==> config.mk <==
export PLATFORM = sky130hd
export DESIGN_NAME = cpuid_leaf_responder_unit
export DESIGN_NICKNAME = d
export VERILOG_FILES = /design/src/design/clr_pkg.sv /design/src/design/cpuid_leaf_responder_unit.sv
export SDC_FILE = /design/constraint.sdc
export NUM_CORES = 1
export LEC_CHECK = 0
export BUFFER_PORTS_ARGS = -buffer_cell sky130_fd_sc_hd__buf_2
export CAP_MARGIN = 20
export CORE_MARGIN = 3
export CORE_UTILIZATION = 40
export DETAILED_ROUTE_END_ITERATION = 8
export GPL_ROUTABILITY_DRIVEN = 0
export HOLD_SLACK_MARGIN = 0.1
export SLEW_MARGIN = 15
export SYNTH_ARGS = -nofsm -noshare
export SYNTH_HDL_FRONTEND = slang
export SYNTH_SLANG_ARGS = --single-unit
==> constraint.sdc <==
create_clock -name clk -period 8.4 [get_ports clk]
set_input_delay 2.1 -clock clk [delete_from_list [all_inputs] [get_ports clk]]
set_output_delay 2.1 -clock clk [all_outputs]
set_load 0.005 [all_outputs]
==> src/design/clr_pkg.sv <==
// Shared constants for the CPUID leaf responder: register map, leaf codes,
// fixed cache/TLB/size words and the built-in brand string.
// No dependencies.
package clr_pkg;

  localparam int unsigned BRAND_WORDS = 12;

  // Register map. Each register sits at byte offset 8*index.
  localparam int unsigned PADDR_W = 6;
  localparam int unsigned PDATA_W = 64;
  localparam logic [2:0] REG_LEAF_LIMITS  = 3'd0;
  localparam logic [2:0] REG_CENTAUR_MAX  = 3'd1;
  localparam logic [2:0] REG_VERSION_SIG  = 3'd2;
  localparam logic [2:0] REG_STD_FEATURES = 3'd3;
  localparam logic [2:0] REG_EXT_FEATURES = 3'd4;
  localparam logic [2:0] REG_SVM_VIA      = 3'd5;
  localparam logic [2:0] REG_TOPO_VENDOR  = 3'd6;

  localparam logic [63:0] RST_LEAF_LIMITS = 64'h8000_000A_0000_0005;
  localparam logic [31:0] RST_VERSION_SIG = 32'h0001_06C2;
  localparam logic [24:0] RST_TOPO_VENDOR = 25'h000_0101;

  // Leaf codes
  localparam logic [31:0] LEAF_VENDOR     = 32'h0000_0000;
  localparam logic [31:0] LEAF_VERSION    = 32'h0000_0001;
  localparam logic [31:0] LEAF_CACHE_DESC = 32'h0000_0002;
  localparam logic [31:0] LEAF_CACHE_PARM = 32'h0000_0004;
  localparam logic [31:0] LEAF_MONITOR    = 32'h0000_0005;
  localparam logic [31:0] LEAF_EXT_MAX    = 32'h8000_0000;
  localparam logic [31:0] LEAF_EXT_FEAT   = 32'h8000_0001;
  localparam logic [31:0] LEAF_BRAND0     = 32'h8000_0002;
  localparam logic [31:0] LEAF_BRAND1     = 32'h8000_0003;
  localparam logic [31:0] LEAF_BRAND2     = 32'h8000_0004;
  localparam logic [31:0] LEAF_L1_INFO    = 32'h8000_0005;
  localparam logic [31:0] LEAF_L2_INFO    = 32'h8000_0006;
  localparam logic [31:0] LEAF_ADDR_SIZE  = 32'h8000_0008;
  localparam logic [31:0] LEAF_SVM        = 32'h8000_000A;
  localparam logic [31:0] LEAF_CENT_MAX   = 32'hC000_0000;
  localparam logic [31:0] LEAF_CENT_FEAT  = 32'hC000_0001;

  localparam logic [31:0] CENT_BASE = 32'hC000_0000;

  // Fixed answer words
  localparam logic [31:0] CACHE_DESC    = 32'h002c_307d;
  localparam logic [31:0] L1_EBX        = 32'h01c0_003f;
  localparam logic [31:0] L1_ECX        = 32'h0000_003f;
  localparam logic [31:0] L1D_EAX       = 32'h0000_0121;
  localparam logic [31:0] L1I_EAX       = 32'h0000_0122;
  localparam logic [31:0] L2_EAX        = 32'h0000_0143;
  localparam logic [31:0] L2_EBX        = 32'h03c0_003f;
  localparam logic [31:0] L2_SETS       = 32'h0000_0fff;
  localparam logic [31:0] L1_TLB        = 32'h01ff_01ff;
  localparam logic [31:0] L1_CACHE      = 32'h4002_0140;
  localparam logic [31:0] L2_TLB        = 32'h4200_4200;
  localparam logic [31:0] L2_CACHE      = 32'h0200_8140;
  localparam logic [31:0] ADDR_SIZE_LM  = 32'h0000_3028;
  localparam logic [31:0] ADDR_SIZE_PAE = 32'h0000_0024;
  localparam logic [31:0] ADDR_SIZE_32  = 32'h0000_0020;
  localparam logic [31:0] SVM_REV       = 32'h0000_0001;
  localparam logic [31:0] SVM_NASID     = 32'h0000_0010;
  localparam logic [31:0] MONITOR_ECX   = 32'h0000_0003;

  // Vendor strings, EBX / EDX / ECX
  localparam logic [31:0] AMD_B   = 32'h6874_7541;
  localparam logic [31:0] AMD_D   = 32'h6974_6e65;
  localparam logic [31:0] AMD_C   = 32'h444d_4163;
  localparam logic [31:0] INTEL_B = 32'h756e_6547;
  localparam logic [31:0] INTEL_D = 32'h4965_6e69;
  localparam logic [31:0] INTEL_C = 32'h6c65_746e;

  // "Virtual x86_64 CPU", little-endian, zero padded
  localparam logic [31:0] BRAND_ROM [BRAND_WORDS] = '{
    32'h7472_6956, 32'h206c_6175, 32'h5f36_3878, 32'h4320_3436,
    32'h0000_5550, 32'h0000_0000, 32'h0000_0000, 32'h0000_0000,
    32'h0000_0000, 32'h0000_0000, 32'h0000_0000, 32'h0000_0000
  };

endpackage

==> src/design/cpuid_leaf_responder_unit.sv <==
// CPUID leaf responder top level: configuration registers, request register,
// leaf clamp and answer decode, result register.
// Depends on clr_pkg.

// Answers one CPUID request (leaf, subleaf) per clock, unless out_ready stalls
// the result channel, with the four result words EAX/EBX/ECX/EDX. A request is
// held in the request register and then moves to the result register, where
// its result waits on the outputs until out_ready takes it; the two-stage
// pipeline takes a new request while the previous one is still in flight.
// Limits, signature, feature words and topology are set through the APB port
// (64-bit data, register i at byte offset 8*i) and should only be changed
// while no request is in flight.
module cpuid_leaf_responder_unit (
  input  logic        clk,
  input  logic        rst_n,
  // request channel
  input  logic        in_valid,
  output logic        in_ready,
  input  logic [31:0] in_leaf,
  input  logic [31:0] in_subleaf,
  // result channel
  output logic        out_valid,
  input  logic        out_ready,
  output logic [31:0] out_result_a,
  output logic [31:0] out_result_b,
  output logic [31:0] out_result_c,
  output logic [31:0] out_result_d,
  // configuration
  input  logic                        psel,
  input  logic                        penable,
  input  logic                        pwrite,
  input  logic [clr_pkg::PADDR_W-1:0] paddr,
  input  logic [clr_pkg::PDATA_W-1:0] pwdata,
  output logic [clr_pkg::PDATA_W-1:0] prdata,
  output logic                        pready
);

  // configuration registers
  logic [63:0] leaf_limits_r;
  logic [31:0] centaur_max_r;
  logic [31:0] version_sig_r;
  logic [63:0] std_feat_r;
  logic [63:0] ext_feat_r;
  logic [63:0] svm_via_r;
  logic [24:0] topo_vendor_r;

  logic       cfg_wr;
  logic [2:0] reg_idx;

  assign pready  = 1'b1;
  assign cfg_wr  = psel & penable & pwrite;
  assign reg_idx = paddr[clr_pkg::PADDR_W-1:3];

  always_ff @(posedge clk) begin
    if (!rst_n) begin
      leaf_limits_r <= clr_pkg::RST_LEAF_LIMITS;
      centaur_max_r <= '0;
      version_sig_r <= clr_pkg::RST_VERSION_SIG;
      std_feat_r    <= '0;
      ext_feat_r    <= '0;
      svm_via_r     <= '0;
      topo_vendor_r <= clr_pkg::RST_TOPO_VENDOR;
    end else if (cfg_wr) begin
      unique case (reg_idx)
        clr_pkg::REG_LEAF_LIMITS:  leaf_limits_r <= pwdata;
        clr_pkg::REG_CENTAUR_MAX:  centaur_max_r <= pwdata[31:0];
        clr_pkg::REG_VERSION_SIG:  version_sig_r <= pwdata[31:0];
        clr_pkg::REG_STD_FEATURES: std_feat_r    <= pwdata;
        clr_pkg::REG_EXT_FEATURES: ext_feat_r    <= pwdata;
        clr_pkg::REG_SVM_VIA:      svm_via_r     <= pwdata;
        clr_pkg::REG_TOPO_VENDOR:  topo_vendor_r <= pwdata[24:0];
        default: ;
      endcase
    end
  end

  always_comb begin
    unique case (reg_idx)
      clr_pkg::REG_LEAF_LIMITS:  prdata = leaf_limits_r;
      clr_pkg::REG_CENTAUR_MAX:  prdata = {32'd0, centaur_max_r};
      clr_pkg::REG_VERSION_SIG:  prdata = {32'd0, version_sig_r};
      clr_pkg::REG_STD_FEATURES: prdata = std_feat_r;
      clr_pkg::REG_EXT_FEATURES: prdata = ext_feat_r;
      clr_pkg::REG_SVM_VIA:      prdata = svm_via_r;
      clr_pkg::REG_TOPO_VENDOR:  prdata = {39'd0, topo_vendor_r};
      default:                   prdata = '0;
    endcase
  end

  // pipeline control
  logic        s1_valid_r;
  logic [31:0] s1_leaf_r;
  logic [31:0] s1_sub_r;
  logic        s2_valid_r;
  logic [31:0] res_a_r, res_b_r, res_c_r, res_d_r;
  logic        s1_adv;

  assign s1_adv   = s1_valid_r & (~s2_valid_r | out_ready);
  assign in_ready = ~s1_valid_r | s1_adv;

  always_ff @(posedge clk) begin
    if (!rst_n) begin
      s1_valid_r <= 1'b0;
      s2_valid_r <= 1'b0;
    end else begin
      if (in_ready) begin
        s1_valid_r <= in_valid;
      end
      if (~s2_valid_r | out_ready) begin
        s2_valid_r <= s1_valid_r;
      end
    end
  end

  always_ff @(posedge clk) begin
    if (in_ready & in_valid) begin
      s1_leaf_r <= in_leaf;
      s1_sub_r  <= in_subleaf;
    end
  end

  // leaf clamp
  logic [31:0] basic, ext, leaf_c;

  assign basic = leaf_limits_r[31:0];
  assign ext   = leaf_limits_r[63:32];

  always_comb begin
    leaf_c = s1_leaf_r;
    if (s1_leaf_r[31]) begin
      if (s1_leaf_r > ext) begin
        if (centaur_max_r != '0) begin
          if (s1_leaf_r > centaur_max_r) begin
            leaf_c = centaur_max_r;
          end else if (s1_leaf_r < clr_pkg::CENT_BASE) begin
            leaf_c = ext;
          end
        end else begin
          leaf_c = ext;
        end
      end
    end else if (s1_leaf_r > basic) begin
      leaf_c = basic;
    end
  end

  // topology fields
  logic [7:0]  cores, threads, apic;
  logic [7:0]  cores_m1, threads_m1;
  logic [15:0] logical;
  logic        multi;
  logic        is_amd;
  logic [31:0] vend_b, vend_c, vend_d;

  assign cores      = topo_vendor_r[7:0];
  assign threads    = topo_vendor_r[15:8];
  assign apic       = topo_vendor_r[23:16];
  assign is_amd     = topo_vendor_r[24];
  assign cores_m1   = cores - 8'd1;
  assign threads_m1 = threads - 8'd1;
  assign logical    = cores * threads;
  assign multi      = logical > 16'd1;
  assign vend_b     = is_amd ? clr_pkg::AMD_B : clr_pkg::INTEL_B;
  assign vend_c     = is_amd ? clr_pkg::AMD_C : clr_pkg::INTEL_C;
  assign vend_d     = is_amd ? clr_pkg::AMD_D : clr_pkg::INTEL_D;

  // answer decode
  logic [31:0] a_nxt, b_nxt, c_nxt, d_nxt;
  logic [31:0] core_field;

  assign core_field = (cores > 8'd1) ? {cores_m1[5:0], 26'd0} : '0;

  always_comb begin
    a_nxt = '0;
    b_nxt = '0;
    c_nxt = '0;
    d_nxt = '0;
    unique case (leaf_c)
      clr_pkg::LEAF_VENDOR: begin
        a_nxt = basic;
        b_nxt = vend_b;
        c_nxt = vend_c;
        d_nxt = vend_d;
      end
      clr_pkg::LEAF_VERSION: begin
        a_nxt = version_sig_r;
        b_nxt = {apic, 24'h00_0800};
        c_nxt = std_feat_r[63:32];
        d_nxt = std_feat_r[31:0];
        if (multi) begin
          b_nxt = b_nxt | {logical, 16'd0};
          d_nxt[28] = 1'b1;
        end
      end
      clr_pkg::LEAF_CACHE_DESC: begin
        a_nxt = 32'd1;
        d_nxt = clr_pkg::CACHE_DESC;
      end
      clr_pkg::LEAF_CACHE_PARM: begin
        if (s1_sub_r == 32'd0 || s1_sub_r == 32'd1) begin
          a_nxt = core_field | ((s1_sub_r == 32'd0) ? clr_pkg::L1D_EAX : clr_pkg::L1I_EAX);
          b_nxt = clr_pkg::L1_EBX;
          c_nxt = clr_pkg::L1_ECX;
          d_nxt = 32'd1;
        end else if (s1_sub_r == 32'd2) begin
          a_nxt = core_field | clr_pkg::L2_EAX;
          if (threads > 8'd1) begin
            a_nxt = a_nxt | {10'd0, threads_m1, 14'd0};
          end
          b_nxt = clr_pkg::L2_EBX;
          c_nxt = clr_pkg::L2_SETS;
          d_nxt = 32'd1;
        end
      end
      clr_pkg::LEAF_MONITOR: begin
        c_nxt = clr_pkg::MONITOR_ECX;
      end
      clr_pkg::LEAF_EXT_MAX: begin
        a_nxt = ext;
        b_nxt = vend_b;
        c_nxt = vend_c;
        d_nxt = vend_d;
      end
      clr_pkg::LEAF_EXT_FEAT: begin
        a_nxt = version_sig_r;
        c_nxt = ext_feat_r[63:32];
        d_nxt = ext_feat_r[31:0];
        if (multi & is_amd) begin
          c_nxt[1] = 1'b1;
        end
      end
      clr_pkg::LEAF_BRAND0: begin
        a_nxt = clr_pkg::BRAND_ROM[0];
        b_nxt = clr_pkg::BRAND_ROM[1];
        c_nxt = clr_pkg::BRAND_ROM[2];
        d_nxt = clr_pkg::BRAND_ROM[3];
      end
      clr_pkg::LEAF_BRAND1: begin
        a_nxt = clr_pkg::BRAND_ROM[4];
        b_nxt = clr_pkg::BRAND_ROM[5];
        c_nxt = clr_pkg::BRAND_ROM[6];
        d_nxt = clr_pkg::BRAND_ROM[7];
      end
      clr_pkg::LEAF_BRAND2: begin
        a_nxt = clr_pkg::BRAND_ROM[8];
        b_nxt = clr_pkg::BRAND_ROM[9];
        c_nxt = clr_pkg::BRAND_ROM[10];
        d_nxt = clr_pkg::BRAND_ROM[11];
      end
      clr_pkg::LEAF_L1_INFO: begin
        a_nxt = clr_pkg::L1_TLB;
        b_nxt = clr_pkg::L1_TLB;
        c_nxt = clr_pkg::L1_CACHE;
        d_nxt = clr_pkg::L1_CACHE;
      end
      clr_pkg::LEAF_L2_INFO: begin
        b_nxt = clr_pkg::L2_TLB;
        c_nxt = clr_pkg::L2_CACHE;
      end
      clr_pkg::LEAF_ADDR_SIZE: begin
        if (ext_feat_r[29]) begin
          a_nxt = clr_pkg::ADDR_SIZE_LM;
        end else if (std_feat_r[17]) begin
          a_nxt = clr_pkg::ADDR_SIZE_PAE;
        end else begin
          a_nxt = clr_pkg::ADDR_SIZE_32;
        end
        if (multi) begin
          c_nxt = {16'd0, logical - 16'd1};
        end
      end
      clr_pkg::LEAF_SVM: begin
        if (ext_feat_r[34]) begin
          a_nxt = clr_pkg::SVM_REV;
          b_nxt = clr_pkg::SVM_NASID;
          d_nxt = svm_via_r[31:0];
        end
      end
      clr_pkg::LEAF_CENT_MAX: begin
        a_nxt = centaur_max_r;
      end
      clr_pkg::LEAF_CENT_FEAT: begin
        a_nxt = version_sig_r;
        d_nxt = svm_via_r[63:32];
      end
      default: ;
    endcase
  end

  always_ff @(posedge clk) begin
    if (s1_adv) begin
      res_a_r <= a_nxt;
      res_b_r <= b_nxt;
      res_c_r <= c_nxt;
      res_d_r <= d_nxt;
    end
  end

  assign out_valid    = s2_valid_r;
  assign out_result_a = res_a_r;
  assign out_result_b = res_b_r;
  assign out_result_c = res_c_r;
  assign out_result_d = res_d_r;

endmodule

* Yosys cells after proc, flatten, opt, wreduce, memory -nomap -nowiden
Index checks and enable logic that the tools add are counted.
** Storage, ports and cells
- Output and inout port bits :: 195
- Input bits :: 141
- Flip-flop bits (word level) :: 539
** Operators by class
- Eq/ne operators :: 22
- Reductions and logical operators :: 14
- Add/sub/neg operators :: 3
- Order comparisons :: 7
- Multiplexer cells :: 34
- Multipliers :: 1
- Bitwise operators :: 12
** Operators with widths (number)
- 32-bit case mux with 9 select lines :: 2
- 64-bit case mux with 7 select lines :: 1
- 32-bit 2-to-1 mux :: 12
- 32-bit case mux with 11 select lines :: 1
- 32-bit == test, second input constant :: 10
- 32-bit case mux with 7 select lines :: 1
- 32-bit greater-than comparator :: 3
- 32-bit by 1-bit == test with 1-bit output, second input constant :: 2
- 32-bit by 2-bit == test with 1-bit output, second input constant :: 2
- 32-bit by 3-bit == test with 1-bit output, second input constant :: 2
- 32-bit zero test :: 2
- 30-bit 2-to-1 mux :: 2
- 26-bit 2-to-1 mux :: 2
- 32-bit < comparator, second input constant :: 1
- 32-bit by 22-bit bitwise OR with 32-bit output :: 1
- 32-bit bitwise OR :: 1
- 32-bit by 9-bit bitwise OR with 32-bit output :: 1
- 32-bit nonzero test :: 1
- 29-bit 2-to-1 mux :: 1
- 12-bit 2-to-1 mux :: 2
- 16-bit by 1-bit greater-than comparator with 1-bit output, second input constant :: 1
- 8-bit by 1-bit greater-than comparator with 1-bit output, second input constant :: 2
- 8-bit by 8-bit multiplier with 16-bit output :: 1
- 16-bit 2-to-1 mux :: 1
- 19 further kinds :: 38

* Logic depth before layout (Yosys ltp)
Gate-level depths: netlist (run 1).
- Depth after elaboration :: 9
- Depth in mapped cells :: 24

* Worst setup path before layout (run 1)
No wires, ideal clock.
- Path kind :: input port to flip-flop
- Start :: input out_ready
- End :: register res_a_r[0] (netlist: out_result_a[0]), enable pin
- Setup time :: 0.628 ns
- Path slack :: 0.020 ns
- Cell stages on the path :: 2
- Buffers on the path :: 0
- Arrival time :: 7.752 ns
- Cells stage by stage :: nor2b_1 -> nor2b_1
** On the way
- Word-level cells in the longest chain between the ends :: 2
** RTL lines
- start, declared :: RTL line cpuid_leaf_responder_unit.sv:23 : input logic out_ready,
- 1-bit bitwise OR :: RTL line cpuid_leaf_responder_unit.sv:98 : assign s1_adv = s1_valid_r & (~s2_valid_r | out_ready);
- 1-bit AND :: RTL line cpuid_leaf_responder_unit.sv:98
- via s1_adv :: RTL line cpuid_leaf_responder_unit.sv:96 : logic s1_adv;
- end signal, assigned :: RTL line cpuid_leaf_responder_unit.sv:292 : res_a_r <= a_nxt;
- end, declared :: RTL line cpuid_leaf_responder_unit.sv:95 : logic [31:0] res_a_r, res_b_r, res_c_r, res_d_r;
The timed path passes the listed nets, and every way through them passes these cells.
A chain may end at the register's enable or synchronous reset.

* Worst setup path in the final report (run 1)
- Start :: input paddr[5] (netlist name)
- End :: output prdata[18] (netlist name)
** On the way
- Word-level cells in the longest chain between the ends :: 2
** RTL lines
- start, declared :: RTL line cpuid_leaf_responder_unit.sv:32 : input logic [clr_pkg::PADDR_W-1:0] paddr,
- 3-bit == test, or another cell as far along :: RTL line cpuid_leaf_responder_unit.sv:78 : unique case (reg_idx)
- 64-bit case mux with 7 select lines (*) :: RTL line cpuid_leaf_responder_unit.sv:78
- end, declared :: RTL line cpuid_leaf_responder_unit.sv:34 : output logic [clr_pkg::PDATA_W-1:0] prdata,
Mark *: on every way between the ends. The rest lies on a longest branch, timed or not.

==> impl_summary.md, run 1 <==
Synthesis
After synthesis, the netlist uses 97 different library cells. In the synthesized netlist the async set-or-reset flop fraction comes to 0%. The most area-hungry cell type in the Yosys netlist is dfxtp_1. The number of enable-type register cells in the synthesized netlist is 190. The average instance in the mapped netlist occupies 8.835 um2. In the post-synthesis netlist, the biggest area contributors are dfxtp_1 (23%), edfxtp_1 (19%), nand2_1 (11%), a21boi_0 (8.4%), ha_1 (5.8%). The top-area cell type share of the netlist area is 23.27%. In the synthesized netlist the dominant register cell turns out to be dfxtp_1. The cell with the most instances after synthesis is nand2_1. When the netlist entered floorplanning its net count stood at 3693.

The netlist area before placement is 29850 um2. The sequential area share after synthesis is 42.39%. The flop and latch count out of synthesis is 537. Synthesis handed over a netlist of 3378 instances.

By count the netlist is led by nand2_1 (861), dfxtp_1 (347), a21boi_0 (335), edfxtp_1 (190), clkbuf_1 (173). Yosys printed 0 warnings.

Timing
The relative slew slack is 10.28%. On the final layout, the worst clock skew is 0.06898 ns. Setup repair after global routing left no endpoint under its margin. The number of endpoints with negative hold slack in the final report was 0. The final period demand of the worst path is 7.087 ns. Derived from the worst setup path, the maximum achievable clock frequency is 141.1 MHz. The final count of pins violating max slew came to 0. The final cycle utilization of the critical path is 84.37%. Summed over all failing endpoints, the final setup total negative slack is 0 ns.

The pin slew with the least headroom to its limit is 1.346 ns. The final setup violation count is 0.

Power and ir drop
The part of the power in combinational logic is 9.0%. The reported leakage power is 12.92 nW. The switching part of the total power is 26.58%.

The power spent charging and discharging nets is 1.581 mW. The largest voltage drop on the vdd net is 0.1655 mV. The ratio of total power to cell area is 173.3 nW/um2. The clock network accounts for 44.0% of the total power. Of the total power, registers draw 46.9%.

Internal power comes to 4.367 mW.

Placement
The HPWL after detailed placement is 94690 um. After detailed placement, the total cell area comes to 32380 um2. The number of input and output port buffers inserted is 330.

The total placed cells including tap cells is 4511.

Global route
The first global-routing pass estimated 185700 um of wire. The overflow left after global routing is 0. For this run, the total global-route usage over all layers was measured as 32.36%. The largest net degree at the start of global routing is 265.

The initial antenna violation count was 26. The number of global-route vias before repair is 26290.

Clock tree
TritonCTS built the clock tree. The register clock-pin slew on the reported worst setup and hold paths is 0.06 ns. The root buffer cell is clkbuf_16. Hold repair after CTS inserted 0 buffers. The level count of the clock H-tree is 2. The buffer depth of the longest clock path is 3.

The clock latency on the worst-skew pair is 0.69 ns. The number of sinks driven by the clock tree is 537. The number of clock buffers inserted by TritonCTS is 58. The total of cells resized after clock tree synthesis is 0. Buffers added to address setup during post-CTS repair amount to 0.

Cells and area
The finished layout holds 4627 standard cells, fillers aside. The net count of the finished layout is 3927. Fill cells in the final layout number 7201.

The area of all sequential standard cells is 12650 um2. In the final layout, the multi-input gates occupy 15690 um2. The layout cell share with drive strength beyond 1 is 15.54%. The area overhead of the layout relative to synthesis is 14.98%. The post-route standard cell area excluding fillers is 34320 um2.

Worst setup path
STA puts the critical path data required time at 6.30 ns. In this run the worst path has a maximum fanout of 33. The critical path arrival is 4.99 ns. STA classifies the critical path endpoint as an output port. STA classifies the critical path startpoint as a primary input. The critical path is of the primary input to output port type.

Detailed routing
The first detailed-routing pass ran for 7 iterations. Across all layers, the routed design uses 28350 vias. In this run the remaining antenna-violating nets after routing total 0. Wires add up to 130700 um. The ratio of routed vias to standard cells is 6.128. After detailed routing, the number of remaining DRC violations is 0. After detailed routing, the average wire length per cell comes to 28.25 um. After the first detailed-routing iteration, the DRC count stood at 4159.

Floorplan
The floorplan step set the die width to 279.2 um. The total die area is 77930 um2. The number of rows created at floorplan is 99. The floorplan step defined a core boundary enclosing 73450 um2.

Once the floorplan was initialized, standard cells occupied 40.63% of the core. In this run the count of I/O pins placed on the die edge is 336. The height of the die is 279.2 um.

Worst hold path
The type of the worst min-delay path is flop to flop.

Run status
The run finished with clean final reports.

Flow run
The number of max-cap violations is 0.
-- state kept, by name (all words and copies together), names as in the netlist --
name	count
ext_feat_r	64
leaf_limits_r	64
std_feat_r	64
svm_via_r	64
centaur_max_r	32
out_result_a	32
out_result_c	32
out_result_d	32
s1_leaf_r	32
s1_sub_r	32
version_sig_r	32
out_result_b	30
topo_vendor_r	25
out_valid	1
s1_valid_r	1
-- critical path: stages --
cell      delay [ns]
buf_2           0.58
nand2b_1        0.31
nor2_4          0.81
buf_4           0.35
a22o_1          0.15
nor2_1          0.07
o21ai_0         0.32
buf_2           0.24
-- worst paths after layout --
kind / start / to / slack [ns] / cells past startpoint
setup / recovery: paddr[5] / prdata[18] / 1.31 / 8
hold / removal: leaf_limits_r[42] / leaf_limits_r[42] / 0.47 / 2
setup reg to reg: topo_vendor_r[3] / out_result_c[5] / 1.33 / 18
hold reg to reg: leaf_limits_r[42] / leaf_limits_r[42] / 0.47 / 2
-- per-stage QoR --
step	hold slack (ns)	worst slack, ns	total power, mW	util [%]
after global placement	0.4561	1.442	3.358	44.08
after global routing	0.4987	0.9459	6.099	46.70
after detailed placement	0.4657	1.431	3.363	44.08
final	0.4709	1.313	5.948	46.72
after CTS	0.4739	1.406	5.944	46.69
after floorplan	0.4516	0.02050	3.122	-
-- kinds of logic after synthesis --
logic type | synth area share, %
AOI/OAI and AO/OA | 22.07
xor gates and xnor gates | 0.7043
adders and majority gates | 8.200
buffers and inverters | 5.311
DFF | 42.39
muxes | 2.482
other | 0.02516
and+or+nand+nor | 18.82
-- power groups by stage --
| stage | logic (mW) | clock network (mW) | registers [mW] |
|---|---|---|---|
| floorplan | 0.287 | 0 | 2.83 |
| global placement | 0.511 | 0 | 2.85 |
| detailed placement | 0.515 | 0 | 2.85 |
| CTS | 0.517 | 2.64 | 2.79 |
| global route | 0.563 | 2.74 | 2.80 |
| finish | 0.537 | 2.62 | 2.79 |
-- area by class of cell --
cell class | instances | share of cell area [%]
diodes | 7 | 0.05104
inverters | 169 | 1.849
multi-input cells | 2445 | 45.71
clock inverters | 27 | 0.8678
flip-flops and latches | 537 | 36.87
well taps | 959 | 3.497
repair buffers | 401 | 6.428
clock buffers | 82 | 4.725
-- placed cells by master, fill, tap and decap left out, types with 14 or more instances in the layout --
cell type and count:
clkbuf_16 58, a22oi_1 128, nor4_1 36, edfxtp_1 190
o2111ai_1 17, nor2_1 107, nand2_1 857, dfxtp_1 347
o211ai_1 34, and2_1 55, buf_2 329, xnor2_1 18
ha_1 138, o21ai_0 71, a21oi_1 100, fa_1 36
clkbuf_1 16, mux2i_1 47, inv_1 165, mux2_2 18
nor3_1 29, a22o_1 40, a21boi_0 335, nand3_1 46
buf_4 70, clkinv_2 14, a221o_1 22, nand4_1 48
a32oi_1 14
-- layer usage --
| metal | global-route usage [%] | routed length (um) |
|---|---|---|
| met1 | 41.91 | 50300 |
| met4 | 16.55 | 8370 |
| met3 | 11.66 | 17320 |
| met2 | 47.32 | 54430 |
| met5 | 1.343 | 298 |
(Power assumes the default switching activity.)
==> inputs of run 2 (changes only) <==
==> constraint.sdc (replaced) <==
create_clock -name clk -period 7.3 [get_ports clk]
set_input_delay 1.825 -clock clk [delete_from_list [all_inputs] [get_ports clk]]
set_output_delay 1.825 -clock clk [all_outputs]
set_load 0.005 [all_outputs]
==> run 2 against run 1 <==
Net effect: final area grew 1.6%; largest power group is now the clock network; critical path depth up 11; clock-buffer cell count fell by 8; die area unchanged.
==> impl_summary.md, run 2 (synthesized netlist as in run 1, its figures left out) <==
Timing
For the final database, setup skew stands at 0.02772 ns. The final count of pins violating max slew is 0. The number of endpoints with negative hold slack in the final report was 0. The smallest clock period supported by the final layout is computed as 6.750 ns.

The highest attainable clock frequency is 148.1 MHz. Setup repair after global routing left no endpoint under its margin. The final cycle utilization of the critical path is 92.47%. The accumulated negative setup slack is 0 ns. The final setup violation count is 0.

In this run the tightest slew margin relative to its limit is 22.26%. The pin slew with the least headroom to its limit is 1.150 ns.

Placement
The HPWL after detailed placement is 96230 um. The number of input and output port buffers inserted is 330. The total placed cells including tap cells is 4530.

Clock tree
Once the clock tree was built, the setup fixing pass inserted 0 buffers. The hold buffer count at CTS is 0. The buffer depth of the longest clock path is 3.

TritonCTS built the clock tree. The clock latency on the worst-skew pair is 0.66 ns. Counting the buffers created by CTS gives 60.

The number of sinks driven by the clock tree is 537. The cell sitting at the root of the clock tree is a clkbuf_16. The total of cells resized after clock tree synthesis is 0. The level count of the clock H-tree is 2. Clock-pin slew was measured on the worst setup and hold paths at 0.06 ns.

Run status
The flow ran to the end, and the final reports show no timing, DRC or antenna violations.

Global route
The initial antenna violation count is 18. The total overflow left after global routing is 0. The largest net degree at the start of global routing is 208. The number of global-route vias before repair came to 26540. The first-pass GRT wire length is 187500 um. Global routing used 32.77% of the available tracks across all layers.

Floorplan
The core box area is 73450 um2. The effective utilization at floorplan is 40.63%. Pin placement for this block handled 336 I/O pins. The floorplan step set the die width to 279.2 um.

The die is 279.2 um tall. The total die area is 77930 um2. The number of rows created at floorplan is 99.

Power and ir drop
VDD sags by at most 0.1787 mV. In this run the power density over the cells is 210.2 nW/um2. The reported leakage power is 13.18 nW.

Worst setup path
The data required time of the critical path is 7.71 ns. In this design, the critical path's most frequently occurring cell is fa_1. The delay of the slowest cell on the worst path is 0.58 ns. STA classifies the critical path startpoint as a flop. The critical path arrival is 7.16 ns.

The slowest library cell on the worst path is or4b_1. The critical path buffer and inverter count is 2. The worst-path maximum fanout is 13. On the critical path the largest part of the delay comes from adder cells.

The worst reg2reg path depth is 19. Traced cell by cell, the critical path runs through and2_1 > fa_1 > inv_1 > fa_1 > fa_1 > fa_1 > inv_1 > ha_1 > o21ai_0 > nand2b_1 > nand2_1 > a21oi_1 > a311oi_1 > xnor2_1 > or4b_1 > or4_1 > nand4_1 > o21ai_0 > a211o_1. The category of the most critical setup path is flop to flop.

The total stage count of the critical path is 19. The kind of end point of the critical path is a flop.

Detailed routing
The number of vias after detailed routing is 28520. The number of routed nets with antenna violations is 0. The routed length per instance is 28.44 um. The final layout contains routed wiring with a total length of 132400 um.

The first-pass iteration count of the detailed router is 9. The detailed router finished its first iteration with 4309 violations. In the routed design, unresolved DRC markers number 0. Using the TritonRoute via totals, the vias-per-cell ratio works out to 6.130.

Cells and area
Relative to the synthesized area, the layout overhead comes to 16.79%. After the last flow step, the layout net total stands at 3948. The top cell types in the final layout, fill and taps aside, are nand2_1 (857), dfxtp_1 (347), a21boi_0 (335), buf_2 (329), edfxtp_1 (190). The share of the core filled with cells in the final layout is 47.45%. The finished layout holds 4653 standard cells, fillers aside. The post-route netlist has 16.31% of its cells at a drive strength greater than 1. Leaving out fill and tap cells, the most frequent cell in the layout is nand2_1.

Flow run
The number of max-cap violations is 0.

Worst hold path
The worst hold path passes through 2 cells. The tightest min-delay check is of the flop to flop type.
## run 2: area by class of cell
class                      count  area (um2)
fill                        7137       38600
timing repair buffer         420        2399
inverter                     169       634.4
tap                          959        1200
multi-input combinational   2445       15680
sequential                   537       12650
clock buffer                  74        1677
clock inverter                40       595.6
antenna                        9       22.52
## run 2: worst min-delay path: cells and delay by family (launching register included)
kind             cells  cell delay (ns)
AND/OR/NAND/NOR      1             0.05
flip-flops           1             0.32
AO/OA/AOI/OAI        1             0.06
## run 2: layer usage
| metal | vias to the layer above | wire length, um | global-route usage, % | share of wire [%] |
|---|---|---|---|---|
| met4 | 20 | 8331 | 17.70 | 6.3 |
| met1 | 13610 | 51540 | 42.92 | 39 |
| met3 | 424 | 17090 | 10.95 | 13 |
| met5 | - | 235 | 1.099 | 0.18 |
| met2 | 1948 | 55160 | 47.57 | 42 |
| li1 | 12520 | - | - | - |
## run 2: metrics by stage
step	hold WS [ns]	area, um2	power [mW]	setup slack, ns
floorplan	0.4516	29850	3.589	1.418
global placement	0.4648	32560	3.875	0.7077
detailed placement	0.4719	32560	3.879	0.6344
CTS	0.4804	34830	7.334	0.6227
global route	0.5028	34840	7.507	0.2676
finish	0.4804	34860	7.326	0.5498
## run 2: worst paths after layout
path,start,endpoint,slack (ns)
worst max-delay path,topo_vendor_r[10],out_result_c[5],0.55
worst min-delay path,ext_feat_r[30],ext_feat_r[30],0.48
worst max register to register,topo_vendor_r[10],out_result_c[5],0.55
worst min register to register,ext_feat_r[30],ext_feat_r[30],0.48
## run 2: power by group
part / leakage (nW) / switching (mW) / internal (mW)
Clock: 1.11 / 1.35 / 2.13
Sequential: 4.65 / 0.0502 / 3.16
Combinational: 7.42 / 0.431 / 0.201
